===== config.mk =====
export PLATFORM = sky130hd
export DESIGN_NAME = anc_caption_packet_parser_top_flat
export DESIGN_NICKNAME = d
export VERILOG_FILES = /design/src/rtl/acpp_pkg.sv /design/src/rtl/acpp_if.sv /design/src/rtl/acpp_csr.sv /design/src/rtl/acpp_parse.sv /design/src/rtl/acpp_out_fifo.sv /design/src/rtl/anc_caption_packet_parser_top.sv /design/src/flat_wrapper.sv
export SDC_FILE = /design/constraint.sdc
export NUM_CORES = 1
export LEC_CHECK = 0
export BUFFER_PORTS_ARGS = -buffer_cell sky130_fd_sc_hd__buf_2
export CAP_MARGIN = 15
export CORE_MARGIN = 3
export CORE_UTILIZATION = 50
export DETAILED_ROUTE_END_ITERATION = 16
export PLACE_DENSITY = 0.68
export SLEW_MARGIN = 20
export SYNTH_ARGS = -nofsm -noshare
export SYNTH_HDL_FRONTEND = slang
export SYNTH_SLANG_ARGS = --single-unit

===== constraint.sdc =====
create_clock -name clock -period 8.4 [get_ports clock]
set_input_delay 0.42 -clock clock [delete_from_list [all_inputs] [get_ports clock]]
set_output_delay 0.42 -clock clock [all_outputs]
set_load 0.02 [all_outputs]

===== src/rtl/acpp_pkg.sv =====
// ----------------------------------------------------------------------------
// acpp_pkg
// Shared types and constants of the caption packet parser.
// ----------------------------------------------------------------------------
package acpp_pkg;

   localparam int WordWidth    = 10;
   localparam int ByteWidth    = 8;
   localparam int CaptionWidth = 16;
   localparam int StatusWidth  = 2;
   localparam int CsrIdxWidth  = 2;
   localparam int CsrDataWidth = 10;
   localparam int TripWidth    = 5;

   // register indexes
   localparam logic [CsrIdxWidth-1:0] CSR_CAPTION_DID    = 2'd0;
   localparam logic [CsrIdxWidth-1:0] CSR_CAPTION_SDID   = 2'd1;
   localparam logic [CsrIdxWidth-1:0] CSR_FIELD_ONE_TYPE = 2'd2;

   localparam logic [WordWidth-1:0] RST_CAPTION_DID    = 10'h161;
   localparam logic [WordWidth-1:0] RST_CAPTION_SDID   = 10'h101;
   localparam logic [ByteWidth-1:0] RST_FIELD_ONE_TYPE = 8'hFC;

   // result status codes
   localparam logic [StatusWidth-1:0] ST_FOUND     = 2'd0;
   localparam logic [StatusWidth-1:0] ST_NO_FIELD1 = 2'd1;
   localparam logic [StatusWidth-1:0] ST_NO_PACKET = 2'd2;

   // ancillary framing and packet constants
   localparam logic [WordWidth-1:0] ADF_ZERO  = 10'h000;
   localparam logic [WordWidth-1:0] ADF_ONES  = 10'h3FF;
   localparam logic [ByteWidth-1:0] HDR_ID0   = 8'h96;
   localparam logic [ByteWidth-1:0] HDR_ID1   = 8'h69;
   localparam logic [ByteWidth-1:0] DATA_MARK = 8'h72;
   localparam logic [ByteWidth-1:0] TC_FLAG_POS  = 8'd4;
   localparam logic [ByteWidth-1:0] MARK_POS     = 8'd7;
   localparam logic [ByteWidth-1:0] MARK_POS_TC  = 8'd12;

   typedef enum logic [2:0] {
      PH_START,
      PH_ADF1,
      PH_ADF2,
      PH_DID,
      PH_SDID,
      PH_COUNT,
      PH_PAYLOAD,
      PH_CHECK
   } phase_type;

   typedef struct packed {
      logic [WordWidth-1:0] caption_did;
      logic [WordWidth-1:0] caption_sdid;
      logic [ByteWidth-1:0] field_one_type;
   } cfg_type;

   typedef struct packed {
      logic [StatusWidth-1:0]  status;
      logic [CaptionWidth-1:0] caption_word;
   } result_type;

endpackage


===== src/rtl/acpp_if.sv =====
// ----------------------------------------------------------------------------
// acpp interfaces
// Valid/ready channels for words in, results out and register writes.
// ----------------------------------------------------------------------------
interface acpp_req_if;
   logic                               valid;
   logic                               ready;
   logic [acpp_pkg::WordWidth-1:0]     data_word;
   logic                               line_end;

   modport source (output valid, output data_word, output line_end, input ready);
   modport sink   (input valid, input data_word, input line_end, output ready);
endinterface

interface acpp_rsp_if;
   logic                               valid;
   logic                               ready;
   logic [acpp_pkg::StatusWidth-1:0]   status;
   logic [acpp_pkg::CaptionWidth-1:0]  caption_word;

   modport source (output valid, output status, output caption_word, input ready);
   modport sink   (input valid, input status, input caption_word, output ready);
endinterface

interface acpp_csr_if;
   logic                               valid;
   logic                               ready;
   logic [acpp_pkg::CsrIdxWidth-1:0]   index;
   logic [acpp_pkg::CsrDataWidth-1:0]  data;

   modport source (output valid, output index, output data, input ready);
   modport sink   (input valid, input index, input data, output ready);
endinterface


===== src/rtl/acpp_csr.sv =====
// ----------------------------------------------------------------------------
// acpp_csr
// Configuration registers: caption DID, SDID and field-one type byte.
// ----------------------------------------------------------------------------
module acpp_csr (
   input  logic              clock,
   input  logic              reset,
   acpp_csr_if.sink          csr_bus,
   output acpp_pkg::cfg_type cfg
);

   acpp_pkg::cfg_type cfg_ff, cfg_in;
   logic              wr_en;

   assign csr_bus.ready = 1'b1;
   assign wr_en         = csr_bus.valid;

   always_comb begin
      cfg_in = cfg_ff;
      if (wr_en) begin
         unique case (csr_bus.index)
            acpp_pkg::CSR_CAPTION_DID:    cfg_in.caption_did    = csr_bus.data;
            acpp_pkg::CSR_CAPTION_SDID:   cfg_in.caption_sdid   = csr_bus.data;
            acpp_pkg::CSR_FIELD_ONE_TYPE:
               cfg_in.field_one_type = csr_bus.data[acpp_pkg::ByteWidth-1:0];
            default: ;  // unused index, write dropped
         endcase
      end
   end

   always_ff @(posedge clock) begin
      if (reset) begin
         cfg_ff.caption_did    <= acpp_pkg::RST_CAPTION_DID;
         cfg_ff.caption_sdid   <= acpp_pkg::RST_CAPTION_SDID;
         cfg_ff.field_one_type <= acpp_pkg::RST_FIELD_ONE_TYPE;
      end else begin
         cfg_ff <= cfg_in;
      end
   end

   assign cfg = cfg_ff;

endmodule


===== src/rtl/acpp_parse.sv =====
// ----------------------------------------------------------------------------
// acpp_parse
// Line parser state machine: flag, DID/SDID, count, payload scan, verdict.
// ----------------------------------------------------------------------------
module acpp_parse (
   input  logic                             clock,
   input  logic                             reset,
   input  logic                             step,
   input  logic [acpp_pkg::WordWidth-1:0]   data_word,
   input  logic                             line_end,
   input  acpp_pkg::cfg_type                cfg,
   output logic                             res_valid,
   output acpp_pkg::result_type             res
);

   localparam int BW = acpp_pkg::ByteWidth;
   localparam int WW = acpp_pkg::WordWidth;
   localparam int TW = acpp_pkg::TripWidth;

   acpp_pkg::phase_type phase_ff, phase_in;
   logic [WW-1:0] did_ff, did_in, sdid_ff, sdid_in;
   logic [BW-1:0] len_ff, len_in, idx_ff, idx_in;
   logic          hdr_ok_ff, hdr_ok_in, tc_ff, tc_in;
   logic [TW-1:0] tlim_ff, tlim_in, tnum_ff, tnum_in;
   logic [1:0]    tph_ff, tph_in;
   logic          hit_ff, hit_in, found_ff, found_in, done_ff, done_in;
   logic [acpp_pkg::CaptionWidth-1:0] held_ff, held_in;

   logic [BW-1:0] byte_val, mark, mark_p1, need;

   assign byte_val = data_word[BW-1:0];
   assign mark     = tc_ff ? acpp_pkg::MARK_POS_TC : acpp_pkg::MARK_POS;
   assign mark_p1  = mark + 8'd1;
   assign need     = mark_p1;

   always_comb begin
      phase_in  = phase_ff;
      did_in    = did_ff;
      sdid_in   = sdid_ff;
      len_in    = len_ff;
      idx_in    = idx_ff;
      hdr_ok_in = hdr_ok_ff;
      tc_in     = tc_ff;
      tlim_in   = tlim_ff;
      tnum_in   = tnum_ff;
      tph_in    = tph_ff;
      hit_in    = hit_ff;
      found_in  = found_ff;
      held_in   = held_ff;
      done_in   = done_ff;
      res_valid = 1'b0;
      res.status       = acpp_pkg::ST_NO_PACKET;
      res.caption_word = '0;

      if (!done_ff) begin
         unique case (phase_ff)
            acpp_pkg::PH_START: begin
               if (data_word == acpp_pkg::ADF_ZERO) begin
                  phase_in = acpp_pkg::PH_ADF1;
               end else begin
                  res_valid = 1'b1;
                  done_in   = 1'b1;
               end
            end
            acpp_pkg::PH_ADF1: begin
               phase_in = (data_word == acpp_pkg::ADF_ONES) ? acpp_pkg::PH_ADF2
                                                            : acpp_pkg::PH_START;
            end
            acpp_pkg::PH_ADF2: begin
               phase_in = (data_word == acpp_pkg::ADF_ONES) ? acpp_pkg::PH_DID
                                                            : acpp_pkg::PH_START;
            end
            acpp_pkg::PH_DID: begin
               did_in   = data_word;
               phase_in = acpp_pkg::PH_SDID;
            end
            acpp_pkg::PH_SDID: begin
               sdid_in  = data_word;
               phase_in = acpp_pkg::PH_COUNT;
            end
            acpp_pkg::PH_COUNT: begin
               len_in    = byte_val;
               idx_in    = '0;
               hdr_ok_in = 1'b1;
               tc_in     = 1'b0;
               tlim_in   = '0;
               tnum_in   = '0;
               tph_in    = '0;
               hit_in    = 1'b0;
               found_in  = 1'b0;
               held_in   = '0;
               phase_in  = (byte_val == '0) ? acpp_pkg::PH_CHECK : acpp_pkg::PH_PAYLOAD;
            end
            acpp_pkg::PH_PAYLOAD: begin
               if (idx_ff == 8'd0 && byte_val != acpp_pkg::HDR_ID0) hdr_ok_in = 1'b0;
               if (idx_ff == 8'd1 && byte_val != acpp_pkg::HDR_ID1) hdr_ok_in = 1'b0;
               if (idx_ff == acpp_pkg::TC_FLAG_POS) tc_in = byte_val[BW-1];
               if (idx_ff == mark && byte_val != acpp_pkg::DATA_MARK) hdr_ok_in = 1'b0;
               if (idx_ff == mark_p1) tlim_in = byte_val[TW-1:0];
               // triplet scan: type byte, first caption byte, second caption byte
               if (idx_ff > mark_p1 && !found_ff && tnum_ff < tlim_ff) begin
                  priority case (tph_ff)
                     2'd0: begin
                        hit_in = (byte_val == cfg.field_one_type);
                        tph_in = 2'd1;
                     end
                     2'd1: begin
                        if (hit_ff) held_in = {{BW{1'b0}}, byte_val};
                        tph_in = 2'd2;
                     end
                     default: begin
                        if (hit_ff) begin
                           held_in  = {byte_val, held_ff[BW-1:0]};
                           found_in = 1'b1;
                        end
                        tnum_in = tnum_ff + 5'd1;
                        tph_in  = 2'd0;
                     end
                  endcase
               end
               idx_in = idx_ff + 8'd1;
               if (idx_in >= len_ff) phase_in = acpp_pkg::PH_CHECK;
            end
            acpp_pkg::PH_CHECK: begin
               if (did_ff == cfg.caption_did && sdid_ff == cfg.caption_sdid &&
                   hdr_ok_ff && len_ff >= need) begin
                  res_valid        = 1'b1;
                  res.status       = found_ff ? acpp_pkg::ST_FOUND : acpp_pkg::ST_NO_FIELD1;
                  res.caption_word = found_ff ? held_ff : '0;
                  done_in          = 1'b1;
               end else begin
                  phase_in = acpp_pkg::PH_START;
               end
            end
         endcase
      end

      // end of line: give up if nothing reported yet, then back to reset values
      if (line_end) begin
         if (!done_in) begin
            res_valid        = 1'b1;
            res.status       = acpp_pkg::ST_NO_PACKET;
            res.caption_word = '0;
         end
         phase_in  = acpp_pkg::PH_START;
         did_in    = '0;
         sdid_in   = '0;
         len_in    = '0;
         idx_in    = '0;
         hdr_ok_in = 1'b1;
         tc_in     = 1'b0;
         tlim_in   = '0;
         tnum_in   = '0;
         tph_in    = '0;
         hit_in    = 1'b0;
         found_in  = 1'b0;
         held_in   = '0;
         done_in   = 1'b0;
      end
   end

   always_ff @(posedge clock) begin
      if (reset) begin
         phase_ff  <= acpp_pkg::PH_START;
         did_ff    <= '0;
         sdid_ff   <= '0;
         len_ff    <= '0;
         idx_ff    <= '0;
         hdr_ok_ff <= 1'b1;
         tc_ff     <= 1'b0;
         tlim_ff   <= '0;
         tnum_ff   <= '0;
         tph_ff    <= '0;
         hit_ff    <= 1'b0;
         found_ff  <= 1'b0;
         held_ff   <= '0;
         done_ff   <= 1'b0;
      end else if (step) begin
         phase_ff  <= phase_in;
         did_ff    <= did_in;
         sdid_ff   <= sdid_in;
         len_ff    <= len_in;
         idx_ff    <= idx_in;
         hdr_ok_ff <= hdr_ok_in;
         tc_ff     <= tc_in;
         tlim_ff   <= tlim_in;
         tnum_ff   <= tnum_in;
         tph_ff    <= tph_in;
         hit_ff    <= hit_in;
         found_ff  <= found_in;
         held_ff   <= held_in;
         done_ff   <= done_in;
      end
   end

   // at most one result per line: once reported, the rest of the line is silent
   a_one_per_line: assert property (@(posedge clock) disable iff (reset)
      done_ff && step && !line_end |-> !res_valid)
      else $error("second result on one line");

   a_line_end_clears: assert property (@(posedge clock) disable iff (reset)
      step && line_end |=> phase_ff == acpp_pkg::PH_START && !done_ff)
      else $error("state not cleared after line end");

   a_word_zero_unless_found: assert property (@(posedge clock) disable iff (reset)
      res_valid && res.status != acpp_pkg::ST_FOUND |-> res.caption_word == '0)
      else $error("caption word set without a capture");

endmodule


===== src/rtl/acpp_out_fifo.sv =====
// ----------------------------------------------------------------------------
// acpp_out_fifo
// Two-entry result queue driving the result channel.
// ----------------------------------------------------------------------------
module acpp_out_fifo (
   input  logic                 clock,
   input  logic                 reset,
   input  logic                 push,
   input  acpp_pkg::result_type push_data,
   output logic                 full,
   acpp_rsp_if.source           rsp_bus
);

   acpp_pkg::result_type mem_ff [2];
   logic [1:0] count_ff, count_in;
   logic       wr_ptr_ff, wr_ptr_in, rd_ptr_ff, rd_ptr_in;
   logic       pop;

   assign full                 = (count_ff == 2'd2);
   assign rsp_bus.valid        = (count_ff != 2'd0);
   assign rsp_bus.status       = mem_ff[rd_ptr_ff].status;
   assign rsp_bus.caption_word = mem_ff[rd_ptr_ff].caption_word;
   assign pop                  = rsp_bus.valid && rsp_bus.ready;

   always_comb begin
      count_in  = count_ff;
      wr_ptr_in = wr_ptr_ff;
      rd_ptr_in = rd_ptr_ff;
      if (push) wr_ptr_in = ~wr_ptr_ff;
      if (pop)  rd_ptr_in = ~rd_ptr_ff;
      if (push && !pop)      count_in = count_ff + 2'd1;
      else if (pop && !push) count_in = count_ff - 2'd1;
   end

   always_ff @(posedge clock) begin
      if (reset) begin
         count_ff  <= '0;
         wr_ptr_ff <= 1'b0;
         rd_ptr_ff <= 1'b0;
      end else begin
         count_ff  <= count_in;
         wr_ptr_ff <= wr_ptr_in;
         rd_ptr_ff <= rd_ptr_in;
      end
   end

   always_ff @(posedge clock) begin
      if (push) mem_ff[wr_ptr_ff] <= push_data;
   end

   a_count_range: assert property (@(posedge clock) disable iff (reset)
      count_ff != 2'd3)
      else $error("result queue count out of range");

   a_no_overflow: assert property (@(posedge clock) disable iff (reset)
      push |-> !full)
      else $error("push into full result queue");

   a_ptr_track: assert property (@(posedge clock) disable iff (reset)
      count_ff == 2'd0 || count_ff == 2'd2 |-> wr_ptr_ff == rd_ptr_ff)
      else $error("queue pointers disagree with count");

endmodule


===== src/rtl/anc_caption_packet_parser_top.sv =====
// ----------------------------------------------------------------------------
// anc_caption_packet_parser_top
// Path: the item that decides a result is registered in the input stage, then
//   parsed into the result queue, from which rsp presents it.
// Throughput: one item per cycle; req stalls only when the two-entry result
//   queue is full and the held item is waiting on it.
// Reset: synchronous, active high; registers return to their reset values,
//   the parser to the start of a line, queue and input stage empty.
// ----------------------------------------------------------------------------
module anc_caption_packet_parser_top (
   input  logic        clock,
   input  logic        reset,
   acpp_req_if.sink    req_bus,
   acpp_rsp_if.source  rsp_bus,
   acpp_csr_if.sink    csr_bus
);

   // input stage: one word held for the parser
   logic                           in_vld_ff, in_vld_in;
   logic [acpp_pkg::WordWidth-1:0] in_word_ff;
   logic                           in_last_ff;
   logic                           accept;
   logic                           step;

   // between parser and result queue
   logic                           res_valid;
   acpp_pkg::result_type           res;
   logic                           q_full;
   acpp_pkg::cfg_type              cfg;

   // The parser consumes the held word whenever the queue has room; words
   // that give no result still wait on a full queue, which keeps order simple.
   assign step          = in_vld_ff && !q_full;
   assign req_bus.ready = !in_vld_ff || step;
   assign accept        = req_bus.valid && req_bus.ready;

   always_comb begin
      in_vld_in = in_vld_ff;
      if (accept)    in_vld_in = 1'b1;
      else if (step) in_vld_in = 1'b0;
   end

   always_ff @(posedge clock) begin
      if (reset) begin
         in_vld_ff <= 1'b0;
      end else begin
         in_vld_ff <= in_vld_in;
      end
   end

   // payload of the input stage, loaded on accept only
   always_ff @(posedge clock) begin
      if (accept) begin
         in_word_ff <= req_bus.data_word;
         in_last_ff <= req_bus.line_end;
      end
   end

   // caption DID/SDID and field-one type byte
   acpp_csr u_csr (
      .clock   (clock),
      .reset   (reset),
      .csr_bus (csr_bus),
      .cfg     (cfg)
   );

   // line state machine; one word per step
   acpp_parse u_parse (
      .clock     (clock),
      .reset     (reset),
      .step      (step),
      .data_word (in_word_ff),
      .line_end  (in_last_ff),
      .cfg       (cfg),
      .res_valid (res_valid),
      .res       (res)
   );

   // result queue decouples the parser from rsp back-pressure
   acpp_out_fifo u_out_fifo (
      .clock     (clock),
      .reset     (reset),
      .push      (step && res_valid),
      .push_data (res),
      .full      (q_full),
      .rsp_bus   (rsp_bus)
   );

   a_step_needs_item: assert property (@(posedge clock) disable iff (reset)
      step |-> in_vld_ff)
      else $error("parser stepped without a held item");

   a_held_item_kept: assert property (@(posedge clock) disable iff (reset)
      in_vld_ff && !step |=> in_vld_ff && $stable(in_word_ff) && $stable(in_last_ff))
      else $error("held item lost while stalled");

   a_ready_when_empty: assert property (@(posedge clock) disable iff (reset)
      !in_vld_ff |-> req_bus.ready)
      else $error("input not ready with empty stage");

endmodule


===== src/flat_wrapper.sv =====
// flat-port wrapper written by rule: the top's interface ports become plain ports
module anc_caption_packet_parser_top_flat 
  (clock, reset, req_bus_valid, req_bus_data_word, req_bus_line_end, req_bus_ready, rsp_bus_valid, rsp_bus_status, rsp_bus_caption_word, rsp_bus_ready, csr_bus_valid, csr_bus_index, csr_bus_data, csr_bus_ready);
  acpp_req_if req_bus_i ();
  acpp_rsp_if rsp_bus_i ();
  acpp_csr_if csr_bus_i ();
  input  logic clock;
  input  logic reset;
  input wire logic [$bits(req_bus_i.valid)-1:0] req_bus_valid;
  input wire logic [$bits(req_bus_i.data_word)-1:0] req_bus_data_word;
  input wire logic [$bits(req_bus_i.line_end)-1:0] req_bus_line_end;
  output wire logic [$bits(req_bus_i.ready)-1:0] req_bus_ready;
  output wire logic [$bits(rsp_bus_i.valid)-1:0] rsp_bus_valid;
  output wire logic [$bits(rsp_bus_i.status)-1:0] rsp_bus_status;
  output wire logic [$bits(rsp_bus_i.caption_word)-1:0] rsp_bus_caption_word;
  input wire logic [$bits(rsp_bus_i.ready)-1:0] rsp_bus_ready;
  input wire logic [$bits(csr_bus_i.valid)-1:0] csr_bus_valid;
  input wire logic [$bits(csr_bus_i.index)-1:0] csr_bus_index;
  input wire logic [$bits(csr_bus_i.data)-1:0] csr_bus_data;
  output wire logic [$bits(csr_bus_i.ready)-1:0] csr_bus_ready;
  assign req_bus_i.valid = req_bus_valid;
  assign req_bus_i.data_word = req_bus_data_word;
  assign req_bus_i.line_end = req_bus_line_end;
  assign req_bus_ready = req_bus_i.ready;
  assign rsp_bus_valid = rsp_bus_i.valid;
  assign rsp_bus_status = rsp_bus_i.status;
  assign rsp_bus_caption_word = rsp_bus_i.caption_word;
  assign rsp_bus_i.ready = rsp_bus_ready;
  assign csr_bus_i.valid = csr_bus_valid;
  assign csr_bus_i.index = csr_bus_index;
  assign csr_bus_i.data = csr_bus_data;
  assign csr_bus_ready = csr_bus_i.ready;
  anc_caption_packet_parser_top u_core (.clock(clock), .reset(reset), .req_bus(req_bus_i), .rsp_bus(rsp_bus_i), .csr_bus(csr_bus_i));
endmodule

# --- Yosys cells after proc, flatten, opt, wreduce, memory -nomap -nowiden ---
# Memory sizes are Yosys's and may differ from the RTL's. A register that Yosys moved wholly into a read port is not among the register bits.
# Cells that the tools add are included.
word_totals:
  reg_bits: 116
  latchBits: 0
  mem_bits_rw: 36
  mem_bits_ro: 0
  in_bits: 28
  output_inout_bits: 21
  mem_count: 1
mem_list:
  columns: ["memory", "depth", "word_bits", "rd", "rd_ports_with_merged_regs", "write_ports", "line_no", "rtl"]
  rows:
  - ["u_core.u_out_fifo.mem_ff", 2, 18, 1, 1, 1, "acpp_out_fifo.sv:14", "acpp_pkg::result_type mem_ff [2];"]
op_classes:
  add_sub_neg: 5
  mul: 0
  div: 0
  order_cmp: 4
  eq_ne: 35
  n_shift: 0
  n_mux: 87
  bitwise: 2
  reduce_logical: 51
op_table:
  columns: ["operator", "count"]
  rows:
  - ["16-bit two-way mux", 6]
  - ["18-bit two-way mux", 5]
  - ["16-bit one-hot mux with 2 select lines", 2]
  - ["10-bit two-way mux", 6]
  - ["8-bit two-way mux", 5]
  - ["5-bit two-way mux", 7]
  - ["1-bit two-way mux", 32]
  - ["3-bit by 2-bit inequality test with 1-bit output (second input constant)", 9]
  - ["8-bit == test", 3]
  - ["3-bit one-hot mux with 8 select lines", 1]
  - ["10-bit == test", 2]
  - ["5-bit one-hot mux with 2 select lines", 2]
  - ["8-bit by 1-bit adder with 8-bit output (second input constant)", 2]
  - ["8-bit >= comparator", 2]
  - ["8-bit zero test", 2]
  - ["8-bit by 7-bit inequality test with 1-bit output (second input constant)", 2]
  - ["8-bit one-hot mux with 2 select lines", 1]
  - ["4-bit AND reduction", 4]
  - ["3-bit two-way mux", 5]
  - ["5-bit AND reduction", 3]
  - ["1-bit logical AND", 14]
  - ["2-bit two-way mux", 7]
  - ["3-bit == test (second input constant)", 4]
  - ["3-bit AND reduction", 4]
  - ["other kinds (31)", 54]

# --- Logic depth before layout (Yosys ltp) ---
# Gate-level depths: netlist (run 1).
logic_depth:
  ltp_word: 14
  depth_mapped: 12

# --- Hierarchy ---
# From an unflattened synthesis (run 1), not the netlist that was laid out.
hier_totals:
  hier_cells: 692
  area_unflattened_um2: 7065.5
by_module_without_submodules:
  columns: ["module", "n_inst", "cells_per_inst", "area_per_inst_um2"]
  rows:
  - ["acpp_parse", 1, 480, 4001.3]
  - ["acpp_out_fifo", 1, 78, 1507.7]
  - ["acpp_csr", 1, 116, 1164.9]
  - ["anc_caption_packet_parser_top", 1, 18, 391.6]

# --- Worst setup path after synthesis (run 1) ---
# No wires, ideal clock.
synth_path:
  path_type: "reg2reg"
  startpoint: "register u_core.u_parse.idx_ff[2]"
  endpoint: "register u_core.u_parse.phase_ff[2]"
  arrival_ps: 2838
  slack_ps: 5487
  stages_incl_launch_ff: 13
  path_cell_list: "dfxtp_1 clkbuf_1 nand3_1 or2_1 nor2_1 xor2_1 ha_1 nand2_1 or4b_1 nor3_2 o21ai_2 or4_1 a31oi_1"
synth_between:
  elab_chain_cells: 4
synth_lines:
  columns: ["element", "line_no", "rtl"]
  rows:
  - ["start, declared", "acpp_parse.sv:22", "logic [BW-1:0] len_ff, len_in, idx_ff, idx_in;"]
  - ["start signal, assigned", "acpp_parse.sv:183", "idx_ff <= idx_in;"]
  - ["8-bit by 1-bit adder with 8-bit output", "acpp_parse.sv:121", "idx_in = idx_ff + 8'd1;"]
  - ["8-bit >= comparator", "acpp_parse.sv:122", "if (idx_in >= len_ff) phase_in = acpp_pkg::PH_CHECK;"]
  - ["3-bit by 2-bit inequality test with 1-bit output (no source line)", null, null]
  - ["5-bit AND reduction (no source line)", null, null]
  - ["end signal, assigned", "acpp_parse.sv:164", "phase_ff <= acpp_pkg::PH_START;"]
  - ["end signal, assigned", "acpp_parse.sv:179", "phase_ff <= phase_in;"]
  - ["end, declared", "acpp_parse.sv:20", "acpp_pkg::phase_type phase_ff, phase_in;"]
# Every way passes these cells.
# A chain may end at the register's enable or synchronous reset.

# --- Worst setup path in the final report (run 1) ---
layout_path:
  startpoint: "register u_core.in_last_ff"
  endpoint: "register u_core.u_parse.held_ff[15] in the netlist's numbering"
layout_between:
  elab_chain_cells: 2
  elab_cells_between_ends: 7
  classes_between: "eq/ne (4); mux (1); reduce/logical (2)"
layout_lines:
  columns: ["element", "line_no", "rtl"]
  rows:
  - ["start, declared", "anc_caption_packet_parser_top.sv:21", "logic in_last_ff;"]
  - ["start signal, assigned", "anc_caption_packet_parser_top.sv:55", "in_last_ff <= req_bus.line_end;"]
  - ["3-bit by 2-bit inequality test with 1-bit output (no source line) (tied with other cells)", null, null]
  - ["6-bit AND reduction (no source line)", null, null]
  - ["end signal, assigned", "acpp_parse.sv:191", "held_ff <= held_in;"]
  - ["end, declared", "acpp_parse.sv:27", "logic [acpp_pkg::CaptionWidth-1:0] held_ff, held_in;"]
# Several ways; a longest one is shown, not always the timed one.

==> insert_results.sql, run 1 <==
INSERT INTO impl_metrics (metric_group, metric, value, unit) VALUES
('sta', 'unrepaired_setup_endpoints_after_global_routing', 'no', ''),
('layout', 'synthToLayoutAreaGrowth', '12.1', '%'),
('clock_tree', 'cts_sinks', '153', ''),
('synth', 'synth_enable_flop_cells', '47', ''),
('route', 'wl_per_cell', '17.2', 'um'),
('clock_tree', 'cts_hold_buffers', '0', ''),
('layout', 'drive_above_1_share', '0.145', ''),
('global_route', 'antenna_found_initial', '0', ''),
('synth', 'synth_seq_cells', '153', ''),
('synth', 'postSynthCellCount', '744', ''),
('route', 'post-route-drc-count', '0', ''),
('clock_tree', 'postCtsSetupRepairBufs', '0', ''),
('sta', 'timing.slew.headroom', '0.340', ''),
('sta', 'timing.final.setup_violations', '0', ''),
('layout', 'finish.net_count', '818', ''),
('clock_tree', 'cts_max_level', '4', ''),
('power', 'total_leakage_power', '2.96', 'nW'),
('layout', 'post-route-util', '0.577', ''),
('sta', 'hold_slack', '173', 'ps'),
('min_path', 'worstHoldPathCells', '1', ''),
('synth', 'dominantRegCellSynth', 'sky130_fd_sc_hd__dfxtp_1', ''),
('setup_path', 'start_kind', 'register', ''),
('sta', 'finalWorstPathRequiredPeriod', '3120', 'ps'),
('setup_path', 'critPathArrivalTime', '3420', 'ps'),
('synth', 'syn_area', '7210', 'um^2'),
('clock_tree', 'numCtsBuffers', '17', ''),
('synth', 'seq_area_frac_synth', '0.490', ''),
('synth', 'synth.distinct_cells', '67', ''),
('clock_tree', 'cts.reportedPaths.clkPinSlew', '60', 'ps'),
('sta', 'setup_tns', '0', 'ps'),
('setup_path', 'worst_ep_required_time', '8700', 'ps'),
('global_route', 'grt_first_pass_wirelength', '26800', 'um'),
('clock_tree', 'cts_tree', 'done', ''),
('route', 'drt-total-wl', '16600', 'um'),
('route', 'num_vias', '5445', ''),
('synth', 'yosys_warnings', '0', ''),
('setup_path', 'critical_path_class', 'register to register', ''),
('sta', 'timing_worst_slew_pin_value', '986', 'ps'),
('min_path', 'min_path_type', 'input port to register', ''),
('clock_tree', 'max-clock-path-buffers', '2', ''),
('layout', 'num-fill-cells', '1230', ''),
('run_status', 'status', 'finished clean', ''),
('setup_path', 'critical_path.slowest_cell', 'sky130_fd_sc_hd__nand3_1', ''),
('setup_path', 'crit_path_max_fanout', '25', ''),
('sta', 'final_hold_viol_count', '0', ''),
('run', 'drv_cap', '0', ''),
('clock_tree', 'cts-resized-gates', '0', ''),
('floorplan', 'initial_utilization', '0.515', ''),
('floorplan', 'chipWidth', '126', 'um'),
('floorplan', 'placeableCoreArea', '14000', 'um^2'),
('placed_design', 'finalWeightedCongestion', '0.910', ''),
('power', 'p_total', '1.84', 'mW'),
('route', 'antenna_violating_nets_post_route', '0', ''),
('global_route', 'grtUsageTotal', '0.212', ''),
('setup_path', 'critical_path.endpoint_type', 'register', ''),
('power', 'cellPowerDensity', '227', 'nW/um^2'),
('floorplan', 'die_area', '15900', 'um^2'),
('global_route', 'grt_start_max_net_pins', '67', ''),
('synth', 'total_nets_after_synthesis', '793', ''),
('floorplan', 'ioPinCount', '49', ''),
('global_route', 'via_count_of_the_first_global_routing_pass', '5331', ''),
('global_route', 'globalRoute.totalOverflow', '0', ''),
('synth', 'avgSynthCellArea', '9.69', 'um^2'),
('setup_path', 'timing.critical_path.slowest_cell_delay', '830', 'ps'),
('floorplan', 'row_count', '43', ''),
('clock_tree', 'root_buffer', 'sky130_fd_sc_hd__clkbuf_16', ''),
('clock_tree', 'clock_insertion_delay_worst_skew', '430', 'ps'),
('sta', 'worst_clock_skew_on_the_final_layout', '10.6', 'ps'),
('route', 'drt-pass1-iter-count', '5', ''),
('floorplan', 'dieHeight', '126', 'um'),
('synth', 'async_flop_share', '0', '');
-- worst paths after layout --
check / start / slack, ps / to
max: u_core.in_last_ff / 5280 / u_core.u_parse.held_ff[15]
min: req_bus_data_word[2] / 170 / u_core.in_word_ff[2]
max reg2reg: u_core.in_last_ff / 5280 / u_core.u_parse.held_ff[15]
min reg2reg: u_core.u_parse.held_ff[2] / 450 / u_core.u_parse.held_ff[2]
-- sequential cells by signal (all words and copies together) (netlist names), 8 cells and up, named ones only --
signal                    flops
u_core.in_word_ff            10
u_core.u_csr.cfg             28
u_core.u_out_fifo.mem_ff     36
u_core.u_parse.did_ff        10
u_core.u_parse.held_ff       16
u_core.u_parse.idx_ff         8
u_core.u_parse.len_ff         8
u_core.u_parse.sdid_ff       10
-- layout by cell type, fill, tap and decap left out, drive strengths merged, types with 21 or more instances in the layout --
cell type  instances
a21oi             33
a31oi             25
and2              22
buf               49
dfxtp            106
edfxtp            47
ha                21
mux2              21
mux2i             28
nand2            101
nand3             21
nor2              79
xor2              33
-- critical path: cells and delay by family (launching register included) --
| kind | cells | cell delay [ps] |
|---|---|---|
| and+or+nand+nor | 2 | 1460 |
| DFF | 1 | 700 |
| AOI/OAI and AO/OA | 1 | 460 |
| muxes | 1 | 360 |
-- per-stage QoR --
step / instances / instance area (um^2)
floorplan: 744 / 7210
global placement: 930 / 7510
detailed placement: 930 / 7510
CTS: 962 / 8080
global route: 962 / 8080
finish: 962 / 8080
-- power by group --
group / switching (mW) / internal [mW]
combinational: 0.148 / 0.104
clock: 0.299 / 0.440
sequential: 0.0452 / 0.800
-- synthesized netlist by cell type (11+ instances only) --
cell type,count
sky130_fd_sc_hd__ha_1,21
sky130_fd_sc_hd__mux2_2,19
sky130_fd_sc_hd__nor2_1,79
sky130_fd_sc_hd__nor2b_1,11
sky130_fd_sc_hd__dfxtp_1,106
sky130_fd_sc_hd__a21oi_1,32
sky130_fd_sc_hd__edfxtp_1,47
sky130_fd_sc_hd__inv_1,17
sky130_fd_sc_hd__xor2_1,33
sky130_fd_sc_hd__a31oi_1,24
sky130_fd_sc_hd__nor4_1,13
sky130_fd_sc_hd__and2_1,22
sky130_fd_sc_hd__nand2_1,101
sky130_fd_sc_hd__mux2i_1,28
sky130_fd_sc_hd__nand3_1,20
sky130_fd_sc_hd__clkbuf_1,30
-- metal layers --
layer | up-vias | track usage | wire, um
li1 | 2664 | - | -
met1 | 2587 | 0.258 | 7150
met2 | 157 | 0.352 | 8070
met3 | 37 | 0.0462 | 809
met4 | 0 | 0.112 | 533
met5 | - | 0 | 0
-- logic make-up after synthesis --
kind of cell | Yosys count | share of synthesized area
flops | 153 | 0.490
mux | 49 | 0.0717
fa+ha+maj | 21 | 0.0365
simple gates | 313 | 0.221
compound gates | 104 | 0.0951
xor+xnor | 41 | 0.0498
buf+inv | 62 | 0.0349
other cells | 1 | 0.000520
-- layout make-up --
cell class	instances	area, um^2	area share
sequential	153	3530	0.437
multi-input combinational	529	3430	0.424
clock buffer	18	439	0.0544
timing repair buffer	49	250	0.0310
tap	180	225	0.0279
clock inverter	14	130	0.0161
inverter	19	71.3	0.00883
No activity file was read; power rests on OpenSTA's default activity.
==> run 2: changes to the inputs <==
==> constraint.sdc (replaced) <==
create_clock -name clock -period 3.25 [get_ports clock]
set_input_delay 0.1625 -clock clock [delete_from_list [all_inputs] [get_ports clock]]
set_output_delay 0.1625 -clock clock [all_outputs]
set_load 0.02 [all_outputs]
==> run 2 against run 1 <==
Net effect: sequential share of layout area down 1.8 points; sequential cell count stayed put; design area increased by 4.3%; routed wire length grew 2.3%; clock power grew to 2.8 times the previous value; first-iteration DRC count is 27% higher; non-clock buffer count up 34; die area stayed put; total power rose to 2.7 times the previous value; hold slack got worse by 160 ps; worst setup slack lost 5000 ps; critical endpoint is now u_core.u_parse.phase_ff[2]; highest routed layer unchanged.
==> insert_results.sql, run 2 (synthesis gave the netlist of run 1 again) <==
INSERT INTO impl_metrics (metric_group, metric, value, unit) VALUES
('run_status', 'status', 'finished clean', ''),
('clock_tree', 'cts_sinks', '153', ''),
('sta', 'period_share', '0.922', ''),
('clock_tree', 'cts_max_level', '4', ''),
('layout', 'num_antenna_cells', '0', ''),
('layout', 'synthToLayoutAreaGrowth', '16.9', '%'),
('route', 'post-route-drc-count', '0', ''),
('sta', 'final_hold_viol_count', '0', ''),
('sta', 'worst_clock_skew_on_the_final_layout', '7.99', 'ps'),
('sta', 'hold_slack', '14.1', 'ps'),
('layout', 'final_cell_mix', 'sky130_fd_sc_hd__dfxtp_1, sky130_fd_sc_hd__nand2_1, sky130_fd_sc_hd__nor2_1', ''),
('min_path', 'min_path_type', 'input port to register', ''),
('setup_path', 'critical_path_class', 'register to register', ''),
('floorplan', 'row_count', '43', ''),
('layout', 'num-fill-cells', '1220', ''),
('clock_tree', 'cts.reportedPaths.clkPinSlew', '70', 'ps'),
('route', 'detail_route.iter0.violations', '470', ''),
('floorplan', 'die_area', '15900', 'um^2'),
('setup_path', 'worst_ep_required_time', '3610', 'ps'),
('sta', 'finalWorstPathRequiredPeriod', '3000', 'ps'),
('floorplan', 'dieHeight', '126', 'um'),
('sta', 'unrepaired_setup_endpoints_after_global_routing', 'no', ''),
('setup_path', 'crit_path_max_fanout', '6', ''),
('sta', 'timing.final.max_slew_violations', '0', ''),
('floorplan', 'placeableCoreArea', '14000', 'um^2'),
('route', 'num_vias', '5572', ''),
('route', 'wl_per_cell', '17.0', 'um'),
('global_route', 'grtUsageTotal', '0.220', ''),
('clock_tree', 'cts_tree', 'done', ''),
('clock_tree', 'root_buffer', 'sky130_fd_sc_hd__clkbuf_16', ''),
('sta', 'timing_worst_slew_pin_value', '987', 'ps'),
('sta', 'timing.final.setup_violations', '0', ''),
('setup_path', 'start_kind', 'register', ''),
('placed_design', 'port_buffer_count', '47', ''),
('route', 'route.detailed.vias_per_inst', '5.59', ''),
('floorplan', 'initial_utilization', '0.515', ''),
('clock_tree', 'clock_insertion_delay_worst_skew', '430', 'ps'),
('sta', 'timing.slew.headroom', '0.339', ''),
('layout', 'largest_register_ff_count', '36', ''),
('clock_tree', 'numCtsBuffers', '17', ''),
('layout', 'layout.cells.most_common', 'sky130_fd_sc_hd__dfxtp_1', ''),
('layout', 'finish.net_count', '852', ''),
('layout', 'final_area', '8420', 'um^2'),
('power', 'vdd_drop_max', '355', 'uV'),
('global_route', 'grt_first_pass_wirelength', '27700', 'um'),
('layout', 'storage_cell_area', '3530', 'um^2'),
('setup_path', 'critical_path.endpoint_type', 'register', ''),
('floorplan', 'chipWidth', '126', 'um'),
('setup_path', 'critical_path.slowest_cell', 'sky130_fd_sc_hd__or4b_1', ''),
('setup_path', 'timing.critical_path.slowest_cell_delay', '530', 'ps'),
('power', 'total_leakage_power', '3.13', 'nW'),
('route', 'drt-total-wl', '16900', 'um'),
('setup_path', 'critical_path.cell_chain', 'nand3_1, or2_1, nor2_1, xor2_1, ha_1, nand2_1, or4b_1, nor3_2, o21ai_2, or4_1, a31oi_1', ''),
('sta', 'max_freq', '0.334', 'GHz'),
('global_route', 'via_count_of_the_first_global_routing_pass', '5347', ''),
('route', 'antenna_violating_nets_post_route', '0', ''),
('global_route', 'antenna_found_initial', '0', ''),
('run', 'drv_cap', '0', ''),
('clock_tree', 'cts-resized-gates', '0', ''),
('placed_design', 'detail_placement_hpwl', '11900', 'um'),
('layout', 'drive_above_1_share', '0.161', ''),
('sta', 'setup_tns', '0', 'ps'),
('placed_design', 'detailed_place.area', '7620', 'um^2'),
('floorplan', 'ioPinCount', '49', ''),
('global_route', 'globalRoute.totalOverflow', '0', ''),
('global_route', 'grt_start_max_net_pins', '59', ''),
('power', 'cellPowerDensity', '585', 'nW/um^2'),
('layout', 'area_used_by_multi_input_combinational_logic', '3430', 'um^2'),
('setup_path', 'critPathArrivalTime', '3350', 'ps'),
('placed_design', 'finalWeightedCongestion', '0.895', ''),
('clock_tree', 'max-clock-path-buffers', '2', ''),
('route', 'drt-pass1-iter-count', '5', ''),
('layout', 'largest_register', 'u_core.u_out_fifo.mem_ff', '');
-- run 2: area by class of cell --
class                           instances  share of cell area
Tap cell                              180              0.0267
Clock inverter                         15              0.0223
Timing Repair Buffer                   83              0.0656
Sequential cell                       153               0.419
Clock buffer                           17              0.0505
Multi-Input combinational cell        529               0.407
Inverter                               19             0.00847
-- run 2: final timing paths --
path | slack, ps | start | to | depth (start not counted)
worst max-delay path | 250 | u_core.u_parse.idx_ff[1] | u_core.u_parse.phase_ff[2] | 11
worst max register to register | 250 | u_core.u_parse.idx_ff[1] | u_core.u_parse.phase_ff[2] | 11
worst min-delay path | 10 | csr_bus_data[3] | u_core.u_csr.cfg[11] | 3
worst min register to register | 450 | u_core.u_parse.held_ff[2] | u_core.u_parse.held_ff[2] | 2
-- run 2: layer usage --
metal / GRT usage / part of all wire
met2: 0.372 / 0.50
met4: 0.0795 / 0.019
met1: 0.275 / 0.43
met5: 0 / 0
met3: 0.0509 / 0.047
-- run 2: where the power goes --
| part | internal (mW) | total [mW] | leakage [nW] | switching, mW |
|---|---|---|---|---|
| clock network | 1.22 | 2.05 | 0.292 | 0.824 |
| registers | 2.07 | 2.16 | 1.28 | 0.0957 |
| logic | 0.301 | 0.722 | 1.56 | 0.421 |
| total | 3.59 | 4.93 | 3.13 | 1.34 |
-- run 2: metrics by stage --
step | worst slack [ps] | total power, mW | utilization | cells
CTS | 266 | 4.97 | 0.602 | 996
floorplan | 337 | 2.67 | - | 744
finish | 252 | 4.93 | 0.602 | 996
global route | 71.8 | 5.12 | 0.602 | 996
detailed placement | 294 | 2.91 | 0.545 | 945
global placement | 365 | 2.89 | 0.545 | 945
-- run 2: critical path, delay by kind of cell (launching register included) --
kind	cells	cell delay, ps
and+or+nand+nor	7	1810
DFF	1	430
AOI/OAI and AO/OA	2	260
xor gates and xnor gates	1	230
adders and majority gates	1	200
-- run 2: what timing repair did --
action,CTS,global route
hold endpoints to repair,26,0
setup buffers,0,0
hold buffers,19,0
==> run 3: changes to the inputs <==
--- a/config.mk
+++ b/config.mk
@@ -5,6 +5,7 @@
 export SDC_FILE = /design/constraint.sdc
 export NUM_CORES = 1
 export LEC_CHECK = 0
+export ABC_AREA = 1
 export BUFFER_PORTS_ARGS = -buffer_cell sky130_fd_sc_hd__buf_2
 export CAP_MARGIN = 15
 export CORE_MARGIN = 3
@@ -14,4 +15,5 @@
 export SLEW_MARGIN = 20
 export SYNTH_ARGS = -nofsm -noshare
 export SYNTH_HDL_FRONTEND = slang
+export SYNTH_HIERARCHICAL = 1
 export SYNTH_SLANG_ARGS = --single-unit
==> run 3 against run 2 <==
Net effect: final cell count up 33%; die area up 8.4%; combinational power up 34%; routed wire length up 5.4%; non-clock buffer count down 12; sequential power up 6%; global-route usage down 0.78 points; sequential cell count unchanged; count of clock-buffer cells in the layout up 2.
==> insert_results.sql, run 3 <==
INSERT INTO impl_metrics (metric_group, metric, value, unit) VALUES
('layout', 'synthToLayoutAreaGrowth', '13.7', '%'),
('clock_tree', 'root_buffer', 'sky130_fd_sc_hd__clkbuf_16', ''),
('synth', 'synth_seq_cells', '153', ''),
('setup_path', 'crit_path_max_fanout', '6', ''),
('synth', 'async_flop_share', '0', ''),
('power', 'vdd_drop_max', '435', 'uV'),
('run_status', 'status', 'finished clean', ''),
('synth', 'postSynthCellCount', '1044', ''),
('setup_path', 'critical_path_class', 'register to register', ''),
('sta', 'setup_tns', '0', 'ps'),
('layout', 'final_area', '8920', 'um^2'),
('route', 'num_vias', '6626', ''),
('min_path', 'worstHoldPathCells', '3', ''),
('clock_tree', 'clock_insertion_delay_worst_skew', '430', 'ps'),
('sta', 'unrepaired_setup_endpoints_after_global_routing', 'no', ''),
('floorplan', 'die_area', '17200', 'um^2'),
('sta', 'timing.final.max_slew_violations', '0', ''),
('floorplan', 'dieHeight', '131', 'um'),
('layout', 'num_antenna_cells', '0', ''),
('placed_design', 'finalWeightedCongestion', '0.906', ''),
('setup_path', 'rr_worst_depth', '14', ''),
('synth', 'seq_area_frac_synth', '0.450', ''),
('layout', 'largest_register', 'u_core/u_out_fifo/mem_ff', ''),
('floorplan', 'ioPinCount', '49', ''),
('route', 'antenna_violating_nets_post_route', '0', ''),
('placed_design', 'place_inst', '1281', ''),
('setup_path', 'reg2reg_setup_slack', '580', 'ps'),
('placed_design', 'post-place-ws', '603', 'ps'),
('setup_path', 'critPathArrivalTime', '2980', 'ps'),
('sta', 'final.setup.worst_slack', '581', 'ps'),
('route', 'met2_wirelength', '8220', 'um'),
('synth', 'synthDominantCellAreaShare', '0.271', ''),
('placed_design', 'port_buffer_count', '47', ''),
('setup_path', 'worst_ep_required_time', '3560', 'ps'),
('setup_path', 'worstReg2RegEnd', 'u_core/u_parse/phase_ff[0]', ''),
('placed_design', 'detail_placement_hpwl', '13100', 'um'),
('setup_path', 'critPathMostFrequentCell', 'sky130_fd_sc_hd__inv_1', ''),
('sta', 'timing.final.setup_violations', '0', ''),
('route', 'route.layer.met1.wl', '8390', 'um'),
('layout', 'layout.cells.most_common', 'sky130_fd_sc_hd__nand2_1', ''),
('clock_tree', 'cts_sinks', '153', ''),
('floorplan', 'chipWidth', '131', 'um'),
('route', 'drt-pass1-iter-count', '5', ''),
('sta', 'timing_worst_slew_pin_value', '1000', 'ps'),
('clock_tree', 'numCtsBuffers', '17', ''),
('synth', 'total_nets_after_synthesis', '1093', ''),
('synth', 'yosys_warnings', '6', ''),
('route', 'drt-total-wl', '17900', 'um'),
('synth', 'synth.distinct_cells', '41', ''),
('synth', 'dominantRegCellSynth', 'sky130_fd_sc_hd__dfxtp_1', ''),
('min_path', 'whs_endpoint', 'u_core/u_csr/cfg[26]', ''),
('route', 'dr_wl_met3', '884', 'um'),
('power', 'total_leakage_power', '3.86', 'nW'),
('synth', 'syn_area', '7840', 'um^2'),
('synth', 'main_area_contributors_after_synthesis', 'sky130_fd_sc_hd__dfxtp_1, sky130_fd_sc_hd__edfxtp_1, sky130_fd_sc_hd__nand2_1', ''),
('floorplan', 'row_count', '45', ''),
('route', 'route.detailed.vias_per_inst', '4.99', ''),
('min_path', 'worstHoldStart', 'csr_bus_data[8]', ''),
('power', 'cellPowerDensity', '572', 'nW/um^2'),
('route', 'routed.top_layer', 'met4', ''),
('global_route', 'globalRoute.totalOverflow', '0', ''),
('sta', 'period_share', '0.821', ''),
('global_route', 'via_count_of_the_first_global_routing_pass', '6070', ''),
('layout', 'largest_register_ff_count', '36', ''),
('clock_tree', 'cts_max_level', '4', ''),
('placed_design', 'detailed_place.area', '8220', 'um^2'),
('synth', 'synthMostInstantiatedCell', 'sky130_fd_sc_hd__nand2_1', ''),
('setup_path', 'critical_path.cell_chain', 'inv_1, nor3_1, nand3_1, nor3_1, xor2_1, inv_1, ha_1, a21oi_1, o21a_1, nand4_1, nand2_1, inv_1, a21oi_1, nor2_1', ''),
('route', 'wl_per_cell', '13.5', 'um'),
('setup_path', 'start_kind', 'register', ''),
('setup_path', 'critical_path.slowest_cell', 'sky130_fd_sc_hd__dfxtp_1', ''),
('global_route', 'grtUsageTotal', '0.212', ''),
('synth', 'post-synth-top-area-cell', 'sky130_fd_sc_hd__dfxtp_1', ''),
('clock_tree', 'cts_tree', 'done', ''),
('global_route', 'grt_first_pass_wirelength', '29600', 'um'),
('floorplan', 'placeableCoreArea', '15300', 'um^2'),
('floorplan', 'initial_utilization', '0.514', ''),
('sta', 'max_freq', '0.375', 'GHz'),
('layout', 'drive_above_1_share', '0.124', ''),
('setup_path', 'critical_path.endpoint_type', 'register', ''),
('clock_tree', 'max-clock-path-buffers', '2', ''),
('route', 'post-route-drc-count', '0', ''),
('sta', 'finalWorstPathRequiredPeriod', '2670', 'ps'),
('min_path', 'min_path_type', 'input port to register', ''),
('global_route', 'grt_start_max_net_pins', '40', ''),
('sta', 'timing.slew.headroom', '0.330', ''),
('setup_path', 'timing.critical_path.slowest_cell_delay', '410', 'ps'),
('synth', 'synth_common_cells', 'sky130_fd_sc_hd__nand2_1, sky130_fd_sc_hd__inv_1, sky130_fd_sc_hd__nor2_1', ''),
('clock_tree', 'cts.reportedPaths.clkPinSlew', '60', 'ps'),
('route', 'detail_route.iter0.violations', '419', ''),
('synth', 'synth_enable_flop_cells', '47', ''),
('clock_tree', 'cts-resized-gates', '0', ''),
('run', 'drv_cap', '0', ''),
('layout', 'finish.net_count', '1153', ''),
('layout', 'final_cell_count_no_fill', '1328', ''),
('sta', 'final_hold_viol_count', '0', ''),
('setup_path', 'regToRegStartpoint', 'u_core/u_parse/idx_ff[0]', ''),
('layout', 'final_cell_mix', 'sky130_fd_sc_hd__nand2_1, sky130_fd_sc_hd__inv_1, sky130_fd_sc_hd__nor2_1', ''),
('layout', 'post-route-util', '0.585', ''),
('synth', 'avgSynthCellArea', '7.51', 'um^2'),
('global_route', 'antenna_found_initial', '0', ''),
('sta', 'worst_clock_skew_on_the_final_layout', '9.76', 'ps');
==> run 3: final cells by class <==
class	count	area [um^2]
Fill cell	1452	6340
Tap cell	211	264
Multi-Input combinational cell	692	3480
Timing Repair Buffer	71	453
Clock inverter	13	118
Clock buffer	19	433
Inverter	169	634
Sequential cell	153	3530
==> run 3: worst max path at each step <==
| stage | from | end | slack [ps] | cells past startpoint |
|---|---|---|---|---|
| 6_report | u_core/u_parse/idx_ff[0] | u_core/u_parse/phase_ff[0] | 580 | 14 |
| 5_1_grt | u_core/u_parse/idx_ff[0] | u_core/u_parse/phase_ff[0] | 260 | 16 |
| 2_1_floorplan | u_core/u_parse/tc_ff | u_core/u_out_fifo/mem_ff[0][0] | 510 | 13 |
| 3_3_place_gp | u_core/u_parse/idx_ff[0] | u_core/u_parse/phase_ff[2] | 670 | 16 |
| 4_1_cts | u_core/u_parse/idx_ff[0] | u_core/u_parse/phase_ff[1] | 590 | 16 |
| 3_5_place_dp | u_core/u_parse/idx_ff[0] | u_core/u_parse/phase_ff[1] | 600 | 16 |
==> run 3: logic make-up (layout without fill, tap and decap cells) <==
logic type | after synthesis | after routing | synth area share
xor+xnor | 16 | 16 | 0.0179
fa+ha+maj | 21 | 21 | 0.0335
other cells | 1 | 1 | 0.000478
simple gates | 511 | 511 | 0.279
compound gates | 125 | 125 | 0.0828
flops | 153 | 153 | 0.450
mux | 18 | 18 | 0.0306
buf+inv | 199 | 272 | 0.105
==> run 3: routing by layer <==
metal	global-route usage	vias up
li1	-	3428
met1	0.278	3002
met2	0.345	169
met3	0.0505	27
met4	0.0723	0
met5	0	-
==> run 3: what timing repair did <==
item	CTS	global route
hold endpoints to repair	15	0
hold buffers	15	0
setup buffers	0	0
==> run 3: worst max-delay path, delay by kind of cell, from the launching register on <==
family          cells  cell delay (ps)
buf+inv             3              280
flops               1              410
simple gates        6              940
fa+ha+maj           1              280
xor+xnor            1              170
compound gates      3              460
==> run 3: where the power goes <==
group	switching (mW)	internal, mW	total [mW]
Clock	0.792	1.06	1.85
Sequential	0.150	2.14	2.29
Combinational	0.599	0.370	0.969
==> run 3: metrics by stage <==
stage / power, mW / hold WS [ps]
2_1_floorplan: 3.03 / 225
3_3_place_gp: 3.27 / 340
3_5_place_dp: 3.28 / 341
4_1_cts: 5.15 / 0.00588
5_1_grt: 5.38 / 18.2
6_report: 5.11 / 20.2
